`src/rtl/stsg_pkg.sv`:
```
// ----------------------------------------------------------------------------
// stsg_pkg: shared types and constants of the sine tone sample generator
// State codes, shift unit control, register indexes, sample formats and the
// elaboration-time quarter-wave sine builder.
// ----------------------------------------------------------------------------
`default_nettype none

package stsg_pkg;

	localparam int FREQ_W    = 17;
	localparam int RATE_W    = 18;
	localparam int CHAN_W    = 4;
	localparam int CH_IDX_W  = 3;
	localparam int WORD_W    = 32;
	localparam int MAG_W     = 31;
	localparam int SH_W      = FREQ_W + RATE_W;
	localparam int SCALE_W   = 63;
	localparam int CNT_W     = 6;
	localparam int MAX_CHAN  = 8;
	localparam int EXP_W     = 8;
	localparam int FRAC_W    = 23;
	localparam int MANT_W    = FRAC_W + 1;

	// float exponent of a Q1.30 magnitude: e + 127 - 30
	localparam logic [EXP_W-1:0] EXP_OFFSET = 8'd97;
	localparam logic [WORD_W-1:0] ONE_Q30   = 32'h4000_0000;
	localparam logic [63:0] HALF_PI_Q62     = 64'h6487_ED51_10B4_611A;

	typedef enum logic [3:0] {
		ST_IDLE,
		ST_MOD_IDX,
		ST_MUL,
		ST_MOD_PROD,
		ST_DIV_PH,
		ST_ROM,
		ST_PREP,
		ST_SCALE,
		ST_FMT,
		ST_NORM,
		ST_PACK,
		ST_EMIT
	} state_t;

	typedef enum logic [1:0] {
		UOP_HOLD,
		UOP_LOAD,
		UOP_DIV_STEP,
		UOP_NORM_STEP
	} uop_t;

	typedef enum logic [1:0] {
		CFG_TONE_FREQ,
		CFG_SAMPLE_RATE,
		CFG_SAMPLE_FORMAT,
		CFG_CHANNEL_COUNT
	} cfg_reg_t;

	typedef enum logic [1:0] {
		FMT_U8,
		FMT_I16,
		FMT_I32,
		FMT_F32
	} sample_fmt_t;

	typedef struct packed {
		uop_t            op;
		logic            clr_rem;
		logic [SH_W-1:0] load_val;
	} unit_ctrl_t;

	// (a * b) >> s over the full 128-bit product
	function automatic logic [63:0] mul_shift(input logic [63:0] a, input logic [63:0] b,
		input int s);
		logic [127:0] p;
		p = {64'd0, a} * {64'd0, b};
		p = p >> s;
		return p[63:0];
	endfunction

	// long division of a 64-bit value by a small divisor, bit by bit
	function automatic logic [63:0] div_small(input logic [63:0] num, input logic [15:0] d);
		logic [63:0] q;
		logic [16:0] r;
		q = '0;
		r = '0;
		for (int b = 63; b >= 0; b--) begin
			r = {r[15:0], num[b]};
			if (r >= {1'b0, d}) begin
				r = r - {1'b0, d};
				q[b] = 1'b1;
			end
		end
		return q;
	endfunction

	// round(sin(pi/2 * k / 2^(pb-2)) * 2^30) by a fixed-point series
	function automatic logic [63:0] quarter_sine(input logic [63:0] k, input int pb);
		logic [63:0] x;
		logic [63:0] x2;
		logic [63:0] term;
		logic [63:0] sum;
		x = mul_shift(HALF_PI_Q62, k, pb - 2);
		x2 = mul_shift(x, x, 62);
		term = x;
		sum = x;
		for (int n = 1; n < 40; n++) begin
			if (term != 64'd0) begin
				term = div_small(mul_shift(term, x2, 62), 16'((2 * n) * (2 * n + 1)));
				if (n % 2 == 1)
					sum = sum - term;
				else
					sum = sum + term;
			end
		end
		return (sum + 64'h8000_0000) >> 32;
	endfunction

endpackage

`default_nettype wire

```
`src/rtl/stsg_shift_unit.sv`:
```
// ----------------------------------------------------------------------------
// stsg_shift_unit: shared restoring divide and normalize shift unit
// One compare-subtract per cycle for modulo and phase division, one left
// shift per cycle for float normalization.
// ----------------------------------------------------------------------------
`default_nettype none

module stsg_shift_unit #(
	parameter int QUO_W = 12
) (
	input  wire logic                          clk,
	input  wire logic                          arst_n,
	input  wire stsg_pkg::unit_ctrl_t          ctrl,
	input  wire logic [stsg_pkg::RATE_W-1:0]   divisor,
	output logic      [stsg_pkg::RATE_W-1:0]   rem,
	output logic      [stsg_pkg::SH_W-1:0]     sh,
	output logic      [QUO_W-1:0]              quo
);

	logic [stsg_pkg::RATE_W-1:0] rem_q;
	logic [stsg_pkg::SH_W-1:0]   sh_q;
	logic [QUO_W-1:0]            quo_q;
	logic [stsg_pkg::RATE_W:0]   trial;
	logic                        fits;
	logic [stsg_pkg::RATE_W:0]   diff;

	// partial remainder stays below divisor, so doubling fits one extra bit
	assign trial = {rem_q, sh_q[stsg_pkg::SH_W-1]};
	assign fits  = trial >= {1'b0, divisor};
	assign diff  = trial - {1'b0, divisor};

	always_ff @(posedge clk) begin
		unique case (ctrl.op)
			stsg_pkg::UOP_LOAD: begin
				sh_q <= ctrl.load_val;
				if (ctrl.clr_rem)
					rem_q <= '0;
			end
			stsg_pkg::UOP_DIV_STEP: begin
				rem_q <= fits ? diff[stsg_pkg::RATE_W-1:0] : trial[stsg_pkg::RATE_W-1:0];
				sh_q  <= {sh_q[stsg_pkg::SH_W-2:0], 1'b0};
				quo_q <= {quo_q[QUO_W-2:0], fits};
			end
			stsg_pkg::UOP_NORM_STEP: begin
				sh_q <= {sh_q[stsg_pkg::SH_W-2:0], 1'b0};
			end
			default: begin
			end
		endcase
	end

	assign rem = rem_q;
	assign sh  = sh_q;
	assign quo = quo_q;

	property p_quo_shift;
		@(posedge clk) disable iff (!arst_n)
		ctrl.op == stsg_pkg::UOP_DIV_STEP |=> quo_q[0] == $past(fits);
	endproperty
	a_quo_shift: assert property (p_quo_shift) else $error("quotient bit lost");

	property p_rem_cleared;
		@(posedge clk) disable iff (!arst_n)
		ctrl.op == stsg_pkg::UOP_LOAD && ctrl.clr_rem |=> rem_q == '0;
	endproperty
	a_rem_cleared: assert property (p_rem_cleared) else $error("remainder not cleared");

	property p_norm_keeps_rem;
		@(posedge clk) disable iff (!arst_n)
		ctrl.op == stsg_pkg::UOP_NORM_STEP |=> $stable(rem_q) && $stable(quo_q);
	endproperty
	a_norm_keeps_rem: assert property (p_norm_keeps_rem) else $error("normalize disturbed divider");

endmodule

`default_nettype wire

```
`config.mk`:
```
export PLATFORM = sky130hd
export DESIGN_NAME = stsg_shift_unit
export DESIGN_NICKNAME = d
export VERILOG_FILES = /design/src/rtl/stsg_pkg.sv /design/src/rtl/stsg_shift_unit.sv
export SDC_FILE = /design/constraint.sdc
export NUM_CORES = 1
export LEC_CHECK = 0
export ABC_AREA = 1
export BUFFER_PORTS_ARGS = -buffer_cell sky130_fd_sc_hd__buf_4
export CELL_PAD_IN_SITES_DETAIL_PLACEMENT = 0
export CELL_PAD_IN_SITES_GLOBAL_PLACEMENT = 1
export CORE_MARGIN = 2
export CORE_UTILIZATION = 37
export CTS_CLUSTER_SIZE = 16
export DETAILED_ROUTE_END_ITERATION = 8
export PLACE_DENSITY = 0.8
export SLEW_MARGIN = 20
export SYNTH_ARGS = -nofsm -noshare
export SYNTH_HDL_FRONTEND = slang
export SYNTH_SLANG_ARGS = --single-unit
```
`constraint.sdc`:
```
create_clock -name clk -period 2.33 [get_ports clk]
set_input_delay 0.1165 -clock clk [delete_from_list [all_inputs] [get_ports clk]]
set_output_delay 0.1165 -clock clk [all_outputs]
set_load 0.01 [all_outputs]
```
# ---- Word-level counts from Yosys, hierarchy flattened
# Index checks and enable logic that the tools add are counted.
dict set report word_totals {
  regBits 65
  inputBits 58
  wordCells 17
}
dict set report op_classes {
  add_sub_neg 1
  n_lt_le_gt_ge 1
  n_eq_ne 4
  mux 4
  n_reduce_logical 4
}
# op n
set op_table {}
lappend op_table {{35-bit one-hot mux with 2 select lines} 1}
lappend op_table {{18-bit 2-to-1 mux} 2}
lappend op_table {{18-bit one-hot mux with 2 select lines} 1}
lappend op_table {{19-bit by 18-bit greater-or-equal comparator with 1-bit output} 1}
lappend op_table {{18-bit subtractor} 1}
lappend op_table {{2-bit == test, second input constant} 2}
lappend op_table {{2-bit nonzero test} 2}
lappend op_table {{2-bit by 1-bit == test with 1-bit output, second input constant} 1}
lappend op_table {{2-bit inequality test, second input constant} 1}
lappend op_table {{2-bit AND reduction} 1}
lappend op_table {{2-bit OR reduction} 1}

# ---- Logic depth before layout (Yosys ltp)
# Gate-level depths: netlist of the first run.
dict set report depth {
  ltp_word 3
  mapped_depth 16
  mapped_depth_nobuf 15
}

# ---- Worst setup path after synthesis of the first run
# Ideal clock, no wire load.
dict set report synth_path {
  kind {in2reg}
  from {input port ctrl[37] (netlist bit)}
  to {register rem_q (netlist bit rem[0]), enable pin}
  setup_ns 0.418
  arrival_ns 1.698
  t_required_ns 1.912
  setup_slack_ns 0.214
  stages 3
  path_buffers 1
  path_cell_list {buf_2 > inv_2 > o21ai_0}
}
dict set report synth_between {
  elab_chain_len 3
  elab_cells_between_ends 5
  cone_classes {eq/ne (3); reduce/logical (2)}
}
# item line
set synth_rtl {}
lappend synth_rtl {{from (decl)} stsg_shift_unit.sv:13} ;# input wire stsg_pkg::unit_ctrl_t ctrl,
lappend synth_rtl {{2-bit by 1-bit == test with 1-bit output / 2-bit == test (equally long branches)} stsg_shift_unit.sv:33} ;# unique case (ctrl.op)
lappend synth_rtl {{2-bit inequality test (no line) / 2-bit nonzero test (equally long branches)} n/a}
lappend synth_rtl {{2-bit AND reduction (no line) *} n/a}
lappend synth_rtl {{to (signal assigned)} stsg_shift_unit.sv:40} ;# rem_q <= fits ? diff[stsg_pkg::RATE_W-1:0] : trial[stsg_pkg::RATE_W-1:0];
lappend synth_rtl {{to (decl)} stsg_shift_unit.sv:20} ;# logic [stsg_pkg::RATE_W-1:0] rem_q;
# Every way passes the cells marked *; elsewhere a longest branch is shown, timed or not.
# A chain may end at the register's enable or synchronous reset.

# ---- Final worst setup path of the first run
dict set report layout_path {
  from {register rem_q (netlist bit rem[15])}
  to {register rem_q (netlist bit rem[17]) (data pin)}
}
dict set report layout_between {
  elab_chain_len 3
  elab_cells_between_ends 4
  cone_classes {add/sub (1); order compare (1); mux (2)}
}
# item line
set layout_rtl {}
lappend layout_rtl {{18-bit subtractor / 19-bit by 18-bit greater-or-equal comparator with 1-bit output (equally long branches)} {stsg_shift_unit.sv:30, stsg_shift_unit.sv:29}}
lappend layout_rtl {{18-bit 2-to-1 mux *} stsg_shift_unit.sv:40}
lappend layout_rtl {{18-bit one-hot mux with 2 select lines *} stsg_shift_unit.sv:33}
# Marked as above.

==> results.toml, run 1 <==
[run_status]
status = "finished, final reports clean"

[power]
total_power_mw = 3.59
vdd_drop_max_v = 0.000338
power_density_nw_per_um2 = 658
leakage_nw = 2.79

[clocking]
cts_tree = "built"
path_clk_slew_ns = 0.09
worstSkewPairLatency_ns = 0.35
cts.sinks = 65
root_buffer = "clkbuf_8"
ctsLongestPathBuffers = 2
numCtsBuffers = 9
cts-htree-levels = 3

[yosys]
synthCells = 501
yosysUniqueCellTypes = 27
synth_edf_count = 65
ys_top_cells_by_count = "nand2_1 (214), edfxtp_1 (65), inv_1 (65)"
synth.area.top_cells = "edfxtp_1 (49%), nand2_1 (20%), inv_1 (6.1%)"
synth.net_count = 578
ys_seq_area_share_pct = 48.9
netlist.area_leader.share_pct = 48.9
synth-seq-cells = 65
synth_warnings = 0
yosysMostFrequentCell = "nand2_1"
synthFlopType = "edfxtp_1"
synth_top_cell_by_area = "edfxtp_1"
ys_async_sr_fraction_pct = 0
syn_avg_cell_area_um2 = 7.96
syn_area_um2 = 3990

[global_route]
antenna_found_initial = 0
overflow = 0
busiest_layer = "met2"
grt_pass1_wl_um = 16400
grtUsageMet3_pct = 5.15
grtUsageMet2_pct = 29.0
grt_pass1_vias = 3458
grt_max_degree = 38
grt_util_met1_pct = 23.2
grt_usage_pct = 17.9

[final_layout]
final_nets = 711
multi_input_area_um2 = 1820
fillCellCount = 1017
syn2layout_area_growth_pct = 36.8
final_layout_size_suffix_gt1_share_pct = 27.9
register_area_um2 = 1950
design_area_um2 = 5460
n_antenna_cell = 0

[critical_path]
cp_data_required_time_ns = 2.43
start_kind = "flip-flop"
path_max_fanout = 12
r2r-end = "rem[17]"
path_class = "flip-flop to flip-flop"
worstReg2RegStart = "rem[15]"
cp-end-kind = "flip-flop"
rrSetupSlack_ns = 0.17
rr_worst_depth = 8
worstPathArrival_ns = 2.26

[route]
routed_wl_um = 10200
drtIter0Drc = 134
drc = 0
ant_nets = 0
detail_route.wl_per_cell_um = 13.2
num_vias = 3571
first_pass_iters = 4
viasPerCell = 4.61

[placed_design]
portBuffers = 121
post-dp-hpwl_um = 7490
postPlaceCellArea_um2 = 5080
pre_cts_slack_ns = 0.0595
gp_congestion = 0.842

[floorplan]
die_w_um = 108
initial_core_util_pct = 38.3
die-area_um2 = 11600
core_um2 = 10400
pin_count = 123
die_h_um = 108
num_rows = 37

[timing]
maxSlewViolCount = 0
clock_skew_ns = 0.0128
fin_crit_ns = 2.16
slew_headroom_pct = 68.0
setup_viol = 0
final.setup.worst_slack_ns = 0.170
fmax_ghz = 0.463
grt_setup_unrepaired = "no"
post-route-period-util_pct = 92.7
tns_ns = 0
tightest_slew_ns = 0.480
hold_viol_final = 0

[run]
cap_violations = 0

[min_path]
holdPathStages = 3
hp-start = "ctrl[5]"
hold_path.class = "primary input to flip-flop"
holdPathEnd = "sh[5]"
worst max-delay path: stages, from the launching register on:
cell,delay (ns)
edfxtp_1,0.44
ha_1,0.38
a21oi_1,0.21
o21ai_0,0.12
a21oi_2,0.26
buf_4,0.29
nand3b_1,0.10
nand2_1,0.07
nor2_1,0.05
logic make-up (layout without fill, tap and decap cells):
family,count (synthesis),after routing,synth area share (%)
buf+inv,79,217,7.90
simple gates,314,314,33.2
xor+xnor,8,8,1.76
fa+ha+maj,19,19,6.15
flops,65,65,48.9
compound gates,16,16,2.10
layer usage:
layer	wire length, um	vias to the layer above	share of wire [%]
met3	644	9	6.3
li1	-	1844	-
met4	89	0	0.87
met5	0	-	0
met1	4640	1628	45
met2	4860	90	47
state kept, by name, indices dropped and copies added (netlist names):
register,cells
sh,35
rem,18
quo,12
what timing repair did:
item | CTS | global route
hold endpoints to repair | 0 | 0
gates resized for setup | 0 | 18
buffers inserted | 0 | 3
setup endpoints to repair | 0 | 12
hold buffers | 0 | 0
report_power, final:
| group | internal [mW] | switching, mW | leakage, nW |
|---|---|---|---|
| Combinational | 0.410 | 0.489 | 2.02 |
| Clock | 0.716 | 0.501 | 0.113 |
| Sequential | 1.41 | 0.0645 | 0.656 |
| Total | 2.54 | 1.05 | 2.79 |
placed cells by master (no fill, tap or decap), drive strengths merged, types with 2 or more instances in the layout:
cell / count
xnor2: 2
inv: 69
nand4: 2
nand2: 221
a21oi: 10
nor3: 4
xor2: 6
nor2: 54
edfxtp: 65
clkbuf: 10
o21ai: 6
nand3: 15
nand3b: 17
bufinv: 3
buf: 133
clkinvlp: 2
ha: 18
per-stage QoR:
step                      hold WS [ns]  instances  utilization [%]
final                           0.0233        775             52.4
after global routing            0.0195        775             52.4
after CTS                       0.0120        772             51.1
after detailed placement         0.382        756             48.7
after global placement           0.380        756             48.7
after floorplan                  0.295        501                -
cell type report:
| cell class | instances | area share [%] |
|---|---|---|
| inverter | 68 | 4.68 |
| clock inverter | 6 | 2.09 |
| tap | 136 | 3.12 |
| clock buffer | 10 | 2.34 |
| sequential | 65 | 35.8 |
| multi-input combinational | 357 | 33.4 |
| timing repair buffer | 133 | 18.6 |
worst max-delay path by stage:
stage | startpoint | to | slack, ns | cells after the start
final | rem[15] | rem[17] | 0.17 | 8
after global routing | sh[34] | rem[16] | 0.001 | 14
after CTS | sh[34] | rem[14] | 0.05 | 14
after detailed placement | sh[34] | rem[14] | 0.06 | 14
after global placement | sh[34] | rem[14] | 0.12 | 14
after floorplan | ctrl[37] | rem[0] | 0.21 | 3
Note: power is estimated with default switching activity, not from simulation.
==> inputs of run 2 (changes only) <==
Settings changed: RECOVER_POWER set to 100.
==> run 2 against run 1 <==
  * Combinational power is 8.8% lower
  * Cell count unchanged
  * Clock skew about the same
  * Highest routed layer unchanged
  * Global-route usage unchanged
  * Largest cell class unchanged
  * Critical endpoint unchanged
==> results.toml, run 2 (same netlist as run 1, synthesis figures left out) <==
[timing]
post-route-period-util_pct = 93.2
fin_crit_ns = 2.17
tightest_slew_ns = 0.948
fmax_ghz = 0.461
slew_headroom_pct = 36.8
maxSlewViolCount = 0
hold_viol_final = 0
setup_viol = 0
clock_skew_ns = 0.0123

[route]
viasPerCell = 4.64
detail_route.wl_per_cell_um = 13.2
drc = 0
routed_wl_um = 10200
drtIter0Drc = 143
first_pass_iters = 5
ant_nets = 0
num_vias = 3596

[final_layout]
final_nets = 711
largest_reg_flops = 35
n_antenna_cell = 0
final_layout_size_suffix_gt1_share_pct = 17.5
final_cell_mix = "nand2_1 (213), inv_1 (66), clkbuf_1 (66)"
syn2layout_area_growth_pct = 30.3
design_area_um2 = 5200
final_common_cell = "nand2_1"

[placed_design]
gp_congestion = 0.842
post-dp-hpwl_um = 7490
postPlaceCellArea_um2 = 5080
portBuffers = 121

[clocking]
ctsLongestPathBuffers = 2
path_clk_slew_ns = 0.09
cts-htree-levels = 3
cts_tree = "built"
worstSkewPairLatency_ns = 0.35
cts.sinks = 65
root_buffer = "clkbuf_8"
numCtsBuffers = 9

[run]
cap_violations = 0

[floorplan]
die-area_um2 = 11600
num_rows = 37
die_w_um = 108
pin_count = 123
initial_core_util_pct = 38.3
die_h_um = 108
core_um2 = 10400

[critical_path]
cp_cell_sequence = "ha_1 -> nand2_1 -> nor2_2 -> nand4_1 -> inv_1 -> a21oi_2 -> buf_4 -> nand3b_1 -> nand2_1 -> nor2_1"
slowest_stage = "edfxtp_1"
start_kind = "flip-flop"
worstPathArrival_ns = 2.27
cp_data_required_time_ns = 2.43
path_class = "flip-flop to flip-flop"
cp-end-kind = "flip-flop"
max_stage_delay_ns = 0.42
crit_top_cell = "nand2_1"
path_max_fanout = 12

[power]
leakage_nw = 2.54
vdd_drop_max_v = 0.000325
power_density_nw_per_um2 = 675
total_power_mw = 3.51

[global_route]
grt_max_degree = 38
overflow = 0
grt_usage_pct = 17.9
antenna_found_initial = 0
grt_pass1_vias = 3458
grt_pass1_wl_um = 16400

[run_status]
status = "finished, final reports clean"

[min_path]
hold_path.class = "primary input to flip-flop"
-- run 2: changes by cell type in the layout (fill, tap and decap cells not counted), sizes merged --
cell    before  now
buf        133   64
clkbuf      10   79
-- run 2: worst max-delay path: cells and delay by family (launching register included) --
family	cells	cell delay [ns]
adders and majority gates	1	0.37
DFF	1	0.42
AOI/OAI and AO/OA	1	0.28
buffers and inverters	2	0.36
and+or+nand+nor	6	0.48
-- run 2: final timing paths --
path	startpoint	end	slack, ns	cells past startpoint
setup reg to reg	rem[9]	rem[17]	0.16	10
hold reg to reg	quo[5]	quo[6]	0.45	0
setup / recovery	rem[9]	rem[17]	0.16	10
hold / removal	ctrl[14]	sh[14]	0.03	3
-- run 2: per-layer routing --
layer / part of all wire [%] / vias to the layer above / track usage [%]
li1: - / 1845 / -
met1: 45 / 1645 / 23.2
met2: 47 / 97 / 29.0
met3: 6.4 / 9 / 5.15
met4: 0.87 / 0 / 5.22
met5: 0 / - / 0
-- run 2: cell type report --
class | instances | area [um^2]
clock buffer | 10 | 128
fill | 1091 | 5220
clock inverter | 6 | 114
timing repair buffer | 133 | 754
sequential | 65 | 1950
inverter | 68 | 255
tap | 136 | 170
multi-input combinational | 357 | 1820
-- run 2: what timing repair did --
action / 4_1_cts / 5_1_grt
buffers inserted: 0 / 3
setup endpoints to repair: 0 / 12
resized for setup: 0 / 18
hold buffers: 0 / 0
-- run 2: power by group --
group          internal, mW  switching, mW
Combinational         0.332          0.488
Clock                 0.716          0.501
Sequential             1.41         0.0614
Total                  2.46           1.05
-- run 2: metrics by stage --
step	worst slack, ns	TNS (ns)	cells	utilization (%)	hold WS, ns
after detailed placement	0.0595	0	756	48.7	0.382
after global routing	-0.00214	-0.00214	775	49.9	0.0195
after global placement	0.118	0	756	48.7	0.380
after CTS	0.0460	0	772	51.1	0.0120
after floorplan	0.214	0	501	-	0.295
final	0.160	0	775	49.9	0.0268
==> inputs of run 3 (changes only) <==
Settings changed: CORE_MARGIN 2 to unset.
==> run 3 against run 2 <==
  * Die area is 3.7% lower
  * First-iteration DRC count is 43% higher
  * Routed wire length hardly changed
  * Highest routed layer unchanged
==> results.toml, run 3 (same netlist as run 1, synthesis figures left out) <==
[global_route]
grt_pass1_vias = 3504
grt_pass1_wl_um = 16500
grt_usage_pct = 18.9
antenna_found_initial = 0
grt_max_degree = 38
overflow = 0

[clocking]
path_clk_slew_ns = 0.08
numCtsBuffers = 9
root_buffer = "clkbuf_8"
cts_tree = "built"
cts-htree-levels = 3
cts.sinks = 65
ctsLongestPathBuffers = 2
worstSkewPairLatency_ns = 0.35

[floorplan]
pin_count = 123
die_h_um = 106
initial_core_util_pct = 38.5
die-area_um2 = 11200
die_w_um = 106
core_um2 = 10400
num_rows = 37

[route]
num_vias = 3593
viasPerCell = 4.64
first_pass_iters = 4
routed_wl_um = 10200
ant_nets = 0
drtIter0Drc = 205
detail_route.wl_per_cell_um = 13.2
drc = 0

[placed_design]
pre_cts_slack_ns = 0.0757
portBuffers = 121
postPlaceCellArea_um2 = 5080
post-dp-hpwl_um = 7500
gp_congestion = 0.851

[timing]
final.setup.worst_slack_ns = 0.171
clock_skew_ns = 0.0169
maxSlewViolCount = 0
setup_viol = 0
worst_hold_slack_ns = 0.0286
tightest_slew_ns = 0.903
slew_headroom_pct = 39.8
fin_crit_ns = 2.16
hold_viol_final = 0
post-route-period-util_pct = 92.7
fmax_ghz = 0.463

[critical_path]
worstReg2RegStart = "rem[12]"
cp_cell_sequence = "ha_1 -> nand2_2 -> nor2_2 -> inv_1 -> nor3_2 -> nand2_1 -> nand2_2 -> nand2_4 -> nand2_8 -> inv_2 -> nor2_1 -> nor2_1"
path_max_fanout = 17
worstPathArrival_ns = 2.27
cp_data_required_time_ns = 2.44
max_stage_delay_ns = 0.43
start_kind = "flip-flop"
slowest_stage = "edfxtp_1"
cp-end-kind = "flip-flop"
path_class = "flip-flop to flip-flop"
cp-startpoint = "rem[12]"

[power]
leakage_nw = 2.52
power_density_nw_per_um2 = 639
vdd_drop_max_v = 0.000342

[final_layout]
design_area_um2 = 5070
final_nets = 710
n_antenna_cell = 0
final_cell_mix = "nand2_1 (214), inv_1 (66), clkbuf_1 (65), edfxtp_1 (65), buf_4 (64)"
final_common_cell = "nand2_1"
largest_reg_flops = 35
syn2layout_area_growth_pct = 27.2
final_layout_size_suffix_gt1_share_pct = 16.3

[run_status]
status = "finished, final reports clean"

[min_path]
hold_path.class = "primary input to flip-flop"
hp-start = "ctrl[20]"

[run]
cap_violations = 0
-- run 3: timing repair --
action	CTS	global route
gates resized for setup	0	9
hold buffers	0	0
setup endpoints to repair	0	12
setup buffers	0	1
-- run 3: stage by stage --
stage / utilization (%) / power, mW / instances / TNS [ns]
finish: 48.9 / 3.24 / 774 / 0
global route: 48.9 / 3.44 / 774 / -0.0502
CTS: 50.9 / 3.35 / 773 / 0
detailed placement: 49.0 / 2.36 / 757 / 0
global placement: 49.0 / 2.35 / 757 / 0
floorplan: - / 2.00 / 501 / 0
-- run 3: area by class of cell --
class	count	area (um^2)
Fill cell	1110	5300
Sequential cell	65	1950
Multi-Input combinational cell	357	1760
Timing Repair Buffer	132	742
Inverter	68	255
Tap cell	136	170
Clock buffer	9	124
Clock inverter	7	68.8
-- run 3: path summary, 6_finish.rpt --
check             endpoint  slack [ns]  cells after the start
setup reg to reg    rem[6]        0.17                     12
hold reg to reg     quo[5]        0.45                      0
setup / recovery    rem[6]        0.17                     12
hold / removal      sh[20]        0.03                      3
-- run 3: routing by layer --
metal	vias to the layer above	share of wire [%]	GRT usage [%]
li1	1840	-	-
met1	1654	44	23.0
met2	90	48	31.5
met3	9	6.5	6.06
met4	0	1.1	6.25
met5	-	0	0
-- run 3: worst max-delay path: cells and delay by family (launching register included) --
kind,cells,cell delay [ns]
simple gates,9,0.91
fa+ha+maj,1,0.40
flops,1,0.43
buf+inv,2,0.18
-- run 3: report_power, final --
part	total, mW	internal (mW)	switching (mW)
clock network	0.978	0.492	0.485
registers	1.47	1.41	0.0591
logic	0.796	0.312	0.485
